[config.mk]
export PLATFORM = sky130hd
export DESIGN_NAME = icmp_probe_reply_classifier
export DESIGN_NICKNAME = d
export VERILOG_FILES = /design/src/rtl/core/iprc_pkg.sv /design/src/rtl/core/icmp_probe_reply_classifier.sv
export SDC_FILE = /design/constraint.sdc
export NUM_CORES = 1
export LEC_CHECK = 0
export BUFFER_PORTS_ARGS = -buffer_cell sky130_fd_sc_hd__buf_4
export CAP_MARGIN = 20
export CORE_MARGIN = 4
export CORE_UTILIZATION = 50
export CTS_CLUSTER_SIZE = 12
export DETAILED_ROUTE_END_ITERATION = 8
export MAX_ROUTING_LAYER = met4
export PLACE_DENSITY = 0.68
export SLEW_MARGIN = 15
export SYNTH_ARGS = -nofsm -noshare
export SYNTH_HDL_FRONTEND = slang
export SYNTH_SLANG_ARGS = --single-unit
[constraint.sdc]
create_clock -name clock -period 10.95 [get_ports clock]
set_input_delay 1.095 -clock clock [delete_from_list [all_inputs] [get_ports clock]]
set_output_delay 1.095 -clock clock [all_outputs]
set_load 0.02 [all_outputs]
[src/rtl/core/iprc_pkg.sv]
package iprc_pkg;

   // Configuration register indexes
   localparam logic [7:0] CSR_SOURCE_PORT    = 8'd0;
   localparam logic [7:0] CSR_BASE_DEST_PORT = 8'd1;

   // Register reset values
   localparam logic [15:0] SOURCE_PORT_RESET    = 16'd32768;
   localparam logic [15:0] BASE_DEST_PORT_RESET = 16'd33434;

   // Protocol constants
   localparam int unsigned ICMP_HDR_BYTES   = 8;
   localparam int unsigned MIN_IP_HDR_BYTES = 20;
   localparam int unsigned UDP_PORT_BYTES   = 4;
   localparam int unsigned PROTO_OFFSET     = 9;

   localparam logic [7:0] PROTO_UDP             = 8'd17;
   localparam logic [7:0] TYPE_TIME_EXCEEDED    = 8'd11;
   localparam logic [7:0] CODE_IN_TRANSIT       = 8'd0;
   localparam logic [7:0] TYPE_UNREACHABLE      = 8'd3;
   localparam logic [7:0] CODE_PORT_UNREACHABLE = 8'd3;

   typedef enum logic [1:0] {
      VERDICT_IGNORED     = 2'd0,
      VERDICT_TIME_EXCEED = 2'd1,
      VERDICT_PORT_UNREACH = 2'd2,
      VERDICT_OTHER_UNREACH = 2'd3
   } verdict_type;

endpackage

[src/rtl/core/icmp_probe_reply_classifier.sv]
// ICMP probe reply classifier for a UDP traceroute over IPv4.
//
// req_ channel: one byte of a received IPv4 packet per item, tlast on the
// final byte; tdata also carries the outstanding probe sequence, which is
// sampled on the first byte of each packet.
// rsp_ channel: exactly one item per packet, produced from the final byte:
// tuser holds the verdict, tdata the ICMP code for "other unreachable".
// csr_ channel: register writes (source port, base destination port),
// always ready; write only while no packet is in flight.
//
// Throughput is one byte per clock. The parse state registers take each
// byte as it is accepted, and the verdict is formed in the same cycle into
// the result register, so a result appears in the cycle after its final byte.
// A new byte is taken whenever the result register is empty or being
// drained; while a result waits on a stalled receiver, req_tready is low.
// Reset clears the parse state, empties the result register and loads the
// registers with their default ports (32768 and 33434).
module icmp_probe_reply_classifier
   import iprc_pkg::*;
#(
   parameter int unsigned MAX_PACKET_BYTES = 2048
) (
   input  logic        clock,
   input  logic        reset,
   // request stream
   input  logic        req_tvalid,
   output logic        req_tready,
   input  logic [23:0] req_tdata,   // [7:0] packet_byte, [23:8] probe_sequence
   input  logic        req_tlast,   // last_byte
   // result stream
   output logic        rsp_tvalid,
   input  logic        rsp_tready,
   output logic [7:0]  rsp_tdata,   // [7:0] unreachable_code
   output logic [1:0]  rsp_tuser,   // [1:0] verdict
   // register writes
   input  logic        csr_valid,
   output logic        csr_ready,
   input  logic [7:0]  csr_index,
   input  logic [15:0] csr_wdata
);

   localparam int unsigned CntW = $clog2(MAX_PACKET_BYTES + 1);
   localparam int unsigned CmpW = (CntW > 9) ? CntW : 9;

   // Registers
   logic [15:0]     src_port_ff;
   logic [15:0]     base_port_ff;
   logic [CntW-1:0] count_ff, count_in;
   logic [5:0]      ohb_ff, ohb_in;
   logic [7:0]      type_ff, type_in;
   logic [7:0]      code_ff, code_in;
   logic [5:0]      ihb_ff, ihb_in;
   logic [7:0]      proto_ff, proto_in;
   logic [31:0]     ports_ff, ports_in;
   logic [15:0]     exp_port_ff, exp_port_in;
   logic            rsp_valid_ff;
   logic [1:0]      rsp_verdict_ff;
   logic [7:0]      rsp_code_ff;

   logic [7:0]      pkt_byte;
   logic [15:0]     probe_seq;
   logic            req_fire;
   logic            keep;
   logic [CmpW-1:0] pos;
   logic [CmpW-1:0] inner_at;
   logic [CmpW-1:0] ports_at;
   logic [CmpW-1:0] n_bytes;
   logic            exceeded;
   logic            unreach;
   logic            ours;
   logic            long_enough;
   verdict_type     verdict;
   logic [7:0]      out_code;

   assign pkt_byte  = req_tdata[7:0];
   assign probe_seq = req_tdata[23:8];

   assign req_tready = !rsp_valid_ff || rsp_tready;
   assign req_fire   = req_tvalid && req_tready;
   assign csr_ready  = 1'b1;

   // Take one byte into the parse state
   always_comb begin
      keep        = count_ff < CntW'(MAX_PACKET_BYTES);
      pos         = CmpW'(count_ff);
      count_in    = keep ? count_ff + CntW'(1) : count_ff;
      exp_port_in = (count_ff == '0) ? base_port_ff + probe_seq : exp_port_ff;

      ohb_in   = ohb_ff;
      type_in  = type_ff;
      code_in  = code_ff;
      ihb_in   = ihb_ff;
      proto_in = proto_ff;
      ports_in = ports_ff;

      if (keep && count_ff == '0) begin
         ohb_in = {pkt_byte[3:0], 2'b00};
      end
      if (keep && pos == CmpW'(ohb_in)) begin
         type_in = pkt_byte;
      end
      if (keep && pos == CmpW'(ohb_in) + CmpW'(1)) begin
         code_in = pkt_byte;
      end
      inner_at = CmpW'(ohb_in) + CmpW'(ICMP_HDR_BYTES);
      if (keep && pos == inner_at) begin
         ihb_in = {pkt_byte[3:0], 2'b00};
      end
      if (keep && pos == inner_at + CmpW'(PROTO_OFFSET)) begin
         proto_in = pkt_byte;
      end
      ports_at = inner_at + CmpW'(ihb_in);
      if (keep && pos >= ports_at && pos < ports_at + CmpW'(UDP_PORT_BYTES)) begin
         ports_in = {ports_ff[23:0], pkt_byte};
      end
   end

   // Classify the packet from the state after its final byte
   always_comb begin
      n_bytes  = CmpW'(count_in);
      exceeded = (type_in == TYPE_TIME_EXCEEDED) && (code_in == CODE_IN_TRANSIT);
      unreach  = (type_in == TYPE_UNREACHABLE);
      long_enough =
         (n_bytes >= CmpW'(ohb_in) + CmpW'(ICMP_HDR_BYTES + MIN_IP_HDR_BYTES)) &&
         (n_bytes >= CmpW'(ohb_in) + CmpW'(ihb_in) +
                     CmpW'(ICMP_HDR_BYTES + UDP_PORT_BYTES));
      ours = (proto_in == PROTO_UDP) && (ports_in[31:16] == src_port_ff) &&
             (ports_in[15:0] == exp_port_in);
      verdict  = VERDICT_IGNORED;
      out_code = 8'd0;
      if (long_enough && ours) begin
         if (exceeded) begin
            verdict = VERDICT_TIME_EXCEED;
         end else if (unreach && code_in == CODE_PORT_UNREACHABLE) begin
            verdict = VERDICT_PORT_UNREACH;
         end else if (unreach) begin
            verdict  = VERDICT_OTHER_UNREACH;
            out_code = code_in;
         end
      end
   end

   // Register writes
   always_ff @(posedge clock) begin
      if (reset) begin
         src_port_ff  <= SOURCE_PORT_RESET;
         base_port_ff <= BASE_DEST_PORT_RESET;
      end else if (csr_valid && csr_ready) begin
         unique case (csr_index)
            CSR_SOURCE_PORT:    src_port_ff  <= csr_wdata;
            CSR_BASE_DEST_PORT: base_port_ff <= csr_wdata;
            default: ;
         endcase
      end
   end

   // Parse state: advance on each byte, clear after the final one
   always_ff @(posedge clock) begin
      if (reset) begin
         count_ff    <= '0;
         ohb_ff      <= '0;
         type_ff     <= '0;
         code_ff     <= '0;
         ihb_ff      <= '0;
         proto_ff    <= '0;
         ports_ff    <= '0;
         exp_port_ff <= '0;
      end else if (req_fire) begin
         if (req_tlast) begin
            count_ff    <= '0;
            ohb_ff      <= '0;
            type_ff     <= '0;
            code_ff     <= '0;
            ihb_ff      <= '0;
            proto_ff    <= '0;
            ports_ff    <= '0;
            exp_port_ff <= '0;
         end else begin
            count_ff    <= count_in;
            ohb_ff      <= ohb_in;
            type_ff     <= type_in;
            code_ff     <= code_in;
            ihb_ff      <= ihb_in;
            proto_ff    <= proto_in;
            ports_ff    <= ports_in;
            exp_port_ff <= exp_port_in;
         end
      end
   end

   // Result register: load on the final byte, drop when taken
   always_ff @(posedge clock) begin
      if (reset) begin
         rsp_valid_ff <= 1'b0;
      end else if (req_fire && req_tlast) begin
         rsp_valid_ff <= 1'b1;
      end else if (rsp_tready) begin
         rsp_valid_ff <= 1'b0;
      end
   end

   always_ff @(posedge clock) begin
      if (req_fire && req_tlast) begin
         rsp_verdict_ff <= verdict;
         rsp_code_ff    <= out_code;
      end
   end

   assign rsp_tvalid = rsp_valid_ff;
   assign rsp_tuser  = rsp_verdict_ff;
   assign rsp_tdata  = rsp_code_ff;

endmodule

After elaboration in Yosys (flattened, before gate mapping):

Cells that the tools add are included.

* bits of input ports: 54
* bits in registers: 139

* equality and inequality tests: 11
* bitwise logic cells: 2
* reductions and logical operators: 25
* $lt $le $gt $ge: 5
* $add $sub $neg: 10
* muxes and demuxes: 21

Operators with widths (number)
* $mux 32: 2
* $mux 8: 6
* $eq 16x16->1: 2
* $mux 16: 2
* $eq 12x7->1: 2
* $ge 12x8->1: 2
* $mux 12: 2
* $mux 6: 4
* $add 16x16->16: 1
* $add 7x4->8 const B: 2
* $eq 8x2->1 const B: 2
* $logic_not 8->1: 2
* $logic_and 1x1->1: 15
* $add 12x1->12 const B: 1
* $eq 12x6->1: 1
* $eq 12x8->1: 1
* $ge 12x7->1: 1
* $logic_not 12->1: 1
* $lt 12x12->1 const B: 1
* $lt 12x9->1: 1
* $add 8x3->9 const B: 1
* $add 7x6->8: 1
* $eq 8x1->1 const B: 1
* $eq 8x4->1 const B: 1
* 14 further kinds: 19

Logic depth before layout (Yosys ltp):

Gate-level depths: netlist of run 1.

* depth after elaboration: 18
* mapped depth: 37

Worst setup path after synthesis of run 1:

Ideal clock, no wire load.

* path kind: register -> register
* start: register count_ff[3]
* end: register rsp_code_ff[0], in the netlist rsp_tdata[0], data pin
* arrival time: 8.301 ns
* clock period less this slack: 8.479 ns
* cell stages (with the launch flop): 36
* data required time: 10.773 ns
* buffers on the path: 6
* path slack: 2.471 ns
* cells stage by stage: dfxtp_1 > buf_6 > nor4_2 > and4_1 > buf_2 > buf_1 > mux2_2 > ha_1 > xnor2_1 > xnor2_1 > mux2i_1 > nand4_1 > nor2_1 > mux2_2 > ha_1 > clkbuf_1 > nand3_1 > a21oi_2 > nor4_4 > o21ai_0 > and2_1 > o21ai_0 > ha_1 > a21oi_1 > nand2_1 > a21oi_1 > o21ai_0 > or3_1 > o41a_1 > clkbuf_4 > a21boi_2 > nor3_1 > or4b_1 > or4_1 > buf_2 > nor4_1

* cells in the longest elaborated chain, start to end: 18
* elaborated cells between the ends (all ways): 50
* those cells by class: add/sub: 9; order compare: 5; eq/ne: 10; mux: 8; bitwise: 2; reduce/logical: 16

RTL lines
* start: declaration: line icmp_probe_reply_classifier.sv:48 `logic [CntW-1:0] count_ff, count_in;`
* start signal: assignment: line icmp_probe_reply_classifier.sv:179 `count_ff <= count_in;`
* $lt 12x12->1 / $logic_not 12->1 (equally long branches): line icmp_probe_reply_classifier.sv:84, icmp_probe_reply_classifier.sv:87, icmp_probe_reply_classifier.sv:96
* $logic_and 1x1->1: line icmp_probe_reply_classifier.sv:96 `if (keep && count_ff == '0) begin`
* $mux 6: line icmp_probe_reply_classifier.sv:96
* $add 6x4->7: line icmp_probe_reply_classifier.sv:105 `inner_at = CmpW'(ohb_in) + CmpW'(ICMP_HDR_BYTES);`
* $eq 12x7->1: line icmp_probe_reply_classifier.sv:106 `if (keep && pos == inner_at) begin`
* $logic_and 1x1->1: line icmp_probe_reply_classifier.sv:106
* $mux 6: line icmp_probe_reply_classifier.sv:106
* $add 7x6->8: line icmp_probe_reply_classifier.sv:112 `ports_at = inner_at + CmpW'(ihb_in);`
* $add 8x3->9 / $ge 12x8->1 (equally long branches): line icmp_probe_reply_classifier.sv:113 `if (keep && pos >= ports_at && pos < ports_at + CmpW'(UDP_PORT_BYTES)) begin`
* $lt 12x9->1 / $logic_and 1x1->1 (equally long branches): line icmp_probe_reply_classifier.sv:113
* $logic_and 1x1->1: line icmp_probe_reply_classifier.sv:113
* $mux 32: line icmp_probe_reply_classifier.sv:113
* $eq 16x16->1: line icmp_probe_reply_classifier.sv:127 `ours = (proto_in == PROTO_UDP) && (ports_in[31:16] == src_port_ff) &&`
* $logic_and 1x1->1 (2 in series): line icmp_probe_reply_classifier.sv:127
* $logic_and 1x1->1: line icmp_probe_reply_classifier.sv:131 `if (long_enough && ours) begin`
* $not 1->1 (no line)
* $reduce_or 4->1 (no line)
* end signal: assignment: line icmp_probe_reply_classifier.sv:205 `rsp_code_ff <= out_code;`
* end: declaration: line icmp_probe_reply_classifier.sv:58 `logic [7:0] rsp_code_ff;`

Several ways; a longest one is shown, not always the timed one.
A chain may end at the register's enable or synchronous reset.

Worst setup path in the final report of run 1:

* start: register count_ff[4]
* end: register rsp_code_ff[5], in the netlist rsp_tdata[5], data pin

The elaborated chain is that of the path after synthesis.

==> results.cfg, run 1 <==
[timing]
fin_crit_ns = 10.14
worst_pin_slew_ns = 1.12
hold_viol = 0
hold_slack_ns = 0.467
finalClockSkew_ns = 0.0103
slew_violations = 0
max-slew-margin-rel_pct = 24.8
fin_tns_setup_ns = 0
setup_viol = 0
post-route-period-util_pct = 92.6
rsz0062_at_grt = no
timing.fmax_mhz = 98.6

[critical_path]
cpMostUsedCell = o21ai_0
r2r_cells = 31
path_delay_family = simple AND/OR/NAND/NOR gates
crit_required_ns = 11.18
cp_max_fo = 15
arrival_ns = 10.37
r2r_end = rsp_tdata[5]
crit_type = flop to flop
crit_path_end_kind = flop
crit-reg2reg-launch = count_ff[4]
critical_path_buf_inv_count = 2
critPathMaxStageDelay_ns = 1.03
crit_slowest_cell = a2111oi_2
setup.worst_path.start_class = flop
rrSetupSlack_ns = 0.81

[logic_synthesis]
yosysWarnings = 0
netlist_instances = 1121
ys_seq_area_share_pct = 30.7
syn_area_mm2 = 0.00938
synth-edff-count = 10
synth_area_per_cell_um2 = 8.36
ys.flop_type = dfxtp_1
synth-async-reset-ratio_pct = 0
ys_seq_elements = 139
yosysUniqueCellTypes = 82

[pwr]
p_per_area_mw_per_mm2 = 125
combPwrFrac_pct = 18.0
power.internal_w = 0.000904
ir_drop_v = 0.0000982
p_leak_nw = 4.34
p_clk_share_pct = 42.1
p_switching_w = 0.000408
finalPower_w = 0.00131
seqPwrFrac_pct = 39.8
switching_share_pct = 31.1

[clocking]
cts_buffers = 17
cts_setup_buffers = 0
clk_path_buf_depth = 2
cts_resized = 0
h-tree-depth = 4
cts_tree = done
path_clk_slew_ns = 0.07
clock_latency_ns = 0.43
cts-root-buf = clkbuf_16
clkSinkCount = 139
cts_hold_buffers = 0

[global_routing]
grt_first_pass_wirelength_um = 43000
grt_usage_pct = 25.8
overflow = 0
antenna_found_initial = 0
grt_max_degree = 70
grt_pass1_vias = 8105

[finish]
final_common_cell = nor2_1
mostFrequentLayoutCells = nor2_1 (172), dfxtp_1 (129), a22oi_1 (80)
nFillCells = 1713
diodes = 0
nets = 1276
area_growth_pct = 12.3
fin_area_mm2 = 0.0105
drive_gt1_share_pct = 12.3
post-route-util_pct = 57.8

[job]
max_cap_viol_count = 0

[hold_path]
hold_path_class = flop to flop
hold_depth = 1
holdCritStartpoint = base_port_ff[7]
worst_hold_path.endpoint = base_port_ff[7]

[die]
fp.dieH_um = 145
start_util_pct = 51.5
die_area_mm2 = 0.0210
ioPinCount = 67
core_mm2 = 0.0182
rows = 49
dieWidth_um = 145

[route]
drt_wl_total_um = 26900
drc_errors = 0
dr.pass1.iters = 6
postRouteAntennaNets = 0
wire_per_inst_um = 19.3
vias_per_cell = 6.12
drt_iter0_drc = 657
vias = 8537

[placed_design]
portBuffers = 65
gp_congestion = 0.933
dp_hpwl_um = 19600
placed_cell_area_mm2 = 0.00997

[status]
status = finished clean
[flip-flops by register name, indices dropped and copies added, names as in the netlist]
register,flops
src_port_ff,16
rsp_tuser,2
ports_ff,32
rsp_tdata,8
ohb_ff,6
proto_ff,8
ihb_ff,6
code_ff,8
rsp_tvalid,1
count_ff,12
base_port_ff,16
exp_port_ff,16
type_ff,8
[kinds of logic (layout without fill, tap and decap cells)]
family / after synthesis / after routing / share of synthesized area [%]
and+or+nand+nor: 373 / 373 / 19.7
AOI/OAI and AO/OA: 285 / 285 / 21.1
DFF: 139 / 139 / 30.7
buffers and inverters: 112 / 156 / 4.78
xor gates and xnor gates: 84 / 84 / 7.85
adders and majority gates: 69 / 69 / 9.45
muxes: 58 / 58 / 6.41
other: 1 / 2 / 0.0400
[metrics by stage]
stage | setup slack (ns) | std cells
2_1_floorplan | 2.47 | 1122
3_3_place_gp | 1.40 | 1363
3_5_place_dp | 1.04 | 1363
4_1_cts | 0.973 | 1395
5_1_grt | 0.0643 | 1395
6_report | 0.808 | 1395
[power groups by stage]
stage	combinational [W]	clock (W)	sequential [W]
floorplan	0.000162	0	0.000533
global placement	0.000232	0	0.000534
detailed placement	0.000233	0	0.000534
CTS	0.000234	0.000560	0.000522
global route	0.000261	0.000582	0.000523
finish	0.000237	0.000553	0.000523
[cells in the mapped netlist (12+ instances only)]
| master | instances | share of area [%] |
|---|---|---|
| a21o_1 | 12 | 0.96 |
| a21oi_1 | 51 | 2.7 |
| a22oi_1 | 80 | 6.4 |
| clkbuf_1 | 51 | 2.0 |
| dfxtp_1 | 129 | 28 |
| ha_1 | 66 | 8.8 |
| inv_1 | 49 | 2.0 |
| mux2_2 | 16 | 1.9 |
| mux2i_1 | 42 | 4.5 |
| nand2_1 | 48 | 1.9 |
| nand3_1 | 23 | 1.2 |
| nand4_1 | 13 | 0.87 |
| nor2_1 | 174 | 7.0 |
| nor2b_1 | 13 | 0.87 |
| nor3_1 | 17 | 0.91 |
| nor4_1 | 18 | 1.2 |
| o21ai_0 | 46 | 2.5 |
| xnor2_1 | 52 | 4.9 |
| xor2_1 | 32 | 3.0 |
[worst max-delay path by stage]
| stage | startpoint | to | slack, ns | cells past startpoint |
|---|---|---|---|---|
| 2_1_floorplan | count_ff[3] | rsp_tdata[0] | 2.47 | 35 |
| 3_3_place_gp | count_ff[11] | rsp_tdata[7] | 1.40 | 29 |
| 3_5_place_dp | count_ff[11] | rsp_tdata[5] | 1.04 | 31 |
| 4_1_cts | count_ff[11] | rsp_tdata[5] | 0.97 | 31 |
| 5_1_grt | count_ff[11] | rsp_tdata[3] | 0.06 | 31 |
| 6_report | count_ff[4] | rsp_tdata[5] | 0.81 | 31 |
[per-layer routing]
| layer | GRT usage [%] | routed length, um |
|---|---|---|
| met1 | 33.0 | 11700 |
| met2 | 41.0 | 12400 |
| met3 | 4.61 | 1790 |
| met4 | 9.45 | 924 |
| met5 | - | 0 |
[area by class of cell]
cell class              count  area, um2  area share [%]
multi-input cells         871       6060            57.5
flip-flops and latches    139       2880            27.4
repair buffers             74        556            5.28
clock buffers              17        425            4.04
well taps                 229        287            2.72
inverters                  50        188            1.78
clock inverters            15        134            1.27
Power figures use the tool's default switching activity.
==> run 2: changes to the inputs <==
--- a/config.mk
+++ b/config.mk
@@ -5,6 +5,7 @@
 export SDC_FILE = /design/constraint.sdc
 export NUM_CORES = 1
 export LEC_CHECK = 0
+export ABC_AREA = 1
 export BUFFER_PORTS_ARGS = -buffer_cell sky130_fd_sc_hd__buf_4
 export CAP_MARGIN = 20
 export CORE_MARGIN = 4
@@ -12,7 +13,7 @@
 export CTS_CLUSTER_SIZE = 12
 export DETAILED_ROUTE_END_ITERATION = 8
 export MAX_ROUTING_LAYER = met4
-export PLACE_DENSITY = 0.68
+export PLACE_DENSITY = 0.73
 export SLEW_MARGIN = 15
 export SYNTH_ARGS = -nofsm -noshare
 export SYNTH_HDL_FRONTEND = slang
==> run 2 against run 1 <==
Power up 6.3%; worst setup slack better by 2.9 ns; maximum frequency up 40%; non-clock buffer count down 3; via count up 11%; highest routed layer unchanged.
==> results.cfg, run 2 <==
[finish]
final_common_cell = nand2_1
drive_gt1_share_pct = 11.3
top_register = ports_ff
nets = 1624
mostFrequentLayoutCells = nand2_1 (361), inv_1 (190), nand3_1 (133)
post-route-util_pct = 57.7
largest_reg_flops = 32
diodes = 0
area_growth_pct = 12.3
stdcell_count = 1774
nFillCells = 1808

[job]
max_cap_viol_count = 0

[die]
ioPinCount = 67
fp.dieH_um = 148
start_util_pct = 51.4
rows = 50
dieWidth_um = 148
core_mm2 = 0.0190
die_area_mm2 = 0.0218

[critical_path]
arrival_ns = 7.55
crit_type = flop to flop
crit_path_end_kind = flop
crit_slowest_cell = dfxtp_1
cpMostUsedCell = nand2_1
critPathMaxStageDelay_ns = 0.50
r2r_cells = 44
cp_num_cells = 44
critical_path_buf_inv_count = 8
path_delay_family = simple AND/OR/NAND/NOR gates
crit_required_ns = 11.24
setup.worst_path.start_class = flop
cp_max_fo = 55

[global_routing]
grt_pass1_vias = 8582
overflow = 0
grt_first_pass_wirelength_um = 44500
antenna_found_initial = 0
grt_max_degree = 78
grt_usage_pct = 25.8

[logic_synthesis]
yosysWarnings = 0
syn_area_mm2 = 0.00974
ys_seq_area_share_pct = 29.6
synth_area_per_cell_um2 = 6.64
ys_seq_elements = 139
yosysUniqueCellTypes = 52
synth-async-reset-ratio_pct = 0
synth-edff-count = 10
yosysMostFrequentCell = nand2_1
synth_top_area_share_pct = 26.5
synth_area_leaders = dfxtp_1 (27%), nand2_1 (14%), ha_1 (8.5%), inv_1 (7.3%), nand3_1 (6.8%)
ys.flop_type = dfxtp_1
synth_top_area_cell = dfxtp_1
netlist_instances = 1466
synth_common_cells = nand2_1 (362), inv_1 (190), nand3_1 (133)

[clocking]
cts_resized = 0
clock_latency_ns = 0.43
cts_hold_buffers = 0
clkSinkCount = 139
cts_tree = done
clk_path_buf_depth = 2
cts-root-buf = clkbuf_16
path_clk_slew_ns = 0.07
cts_setup_buffers = 0
cts_buffers = 17
h-tree-depth = 4

[route]
wire_per_inst_um = 15.2
drt_wl_total_um = 27000
vias = 9477
vias_per_cell = 5.34
drc_errors = 0
drt_iter0_drc = 1007
postRouteAntennaNets = 0
dr.pass1.iters = 5

[pwr]
ir_drop_v = 0.000104
finalPower_w = 0.00139
p_leak_nw = 5.04
p_per_area_mw_per_mm2 = 127

[timing]
hold_viol = 0
setup_viol = 0
fin_crit_ns = 7.25
max-slew-margin-rel_pct = 34.0
post-route-period-util_pct = 66.3
finalClockSkew_ns = 0.00956
slew_violations = 0
rsz0062_at_grt = no
worst_pin_slew_ns = 0.989
hold_slack_ns = 0.461
timing.fmax_mhz = 138
fin_tns_setup_ns = 0

[status]
status = finished clean

[hold_path]
hold_path_class = flop to flop
hold_depth = 2

[placed_design]
dp_hpwl_um = 19800
portBuffers = 65
post-place-cells = 1742
gp_congestion = 0.976
-- run 2: changes by cell type in the layout (fill, tap and decap cells not counted), sizes merged, moves of 39 or more --
cell,before,now
a22oi,80,2
nand2,48,389
nand3,23,137
o21ai,51,90
inv,58,207
a21oi,53,113
mux2i,42,1
-- run 2: metrics by stage --
step           cell area [um2]  worst slack, ns
6_report                 10900             3.70
5_1_grt                  10900             2.77
4_1_cts                  10900             3.73
3_5_place_dp             10300             3.71
3_3_place_gp             10300             3.87
2_1_floorplan             9740             4.67
-- run 2: report_power, final --
group | internal, W | switching [W]
logic | 0.0000942 | 0.000179
clock network | 0.000327 | 0.000268
registers | 0.000520 | 0.00000531
-- run 2: worst paths after layout --
check / to / startpoint / slack, ns
min reg2reg: ihb_ff[0] / ihb_ff[0] / 0.46
min: ihb_ff[0] / ihb_ff[0] / 0.46
max: rsp_tdata[7] / count_ff[1] / 3.70
max reg2reg: rsp_tdata[7] / count_ff[1] / 3.70
-- run 2: layout make-up --
cell class | instances | area [um2] | area share (%)
sequential | 139 | 2880 | 26.4
inverter | 194 | 728 | 6.66
multi-input combinational | 1078 | 5880 | 53.7
timing repair buffer | 71 | 533 | 4.87
tap | 260 | 325 | 2.97
clock buffer | 17 | 425 | 3.89
clock inverter | 15 | 164 | 1.50
-- run 2: tightest hold or removal path, cell delays in order, from the launching register on --
cell and delay, ns:
dfxtp_1 0.31, nand3_1 0.08, inv_1 0.03
-- run 2: cells by family (layout without fill, tap and decap cells) --
family	after synthesis	in the layout	share of synthesized area (%)
AOI/OAI and AO/OA	252	252	14.4
xor gates and xnor gates	42	42	3.78
adders and majority gates	69	69	9.10
buffers and inverters	250	297	10.3
DFF	139	139	29.6
muxes	1	1	0.103
other	1	2	0.0385
and+or+nand+nor	712	712	32.7
-- run 2: metal layers --
layer	part of all wire, %	wire [um]	global-route usage, %
met5	0	0	-
met1	47	12800	35.9
met3	7.1	1920	4.81
met2	43	11700	38.6
met4	2.2	605	7.36
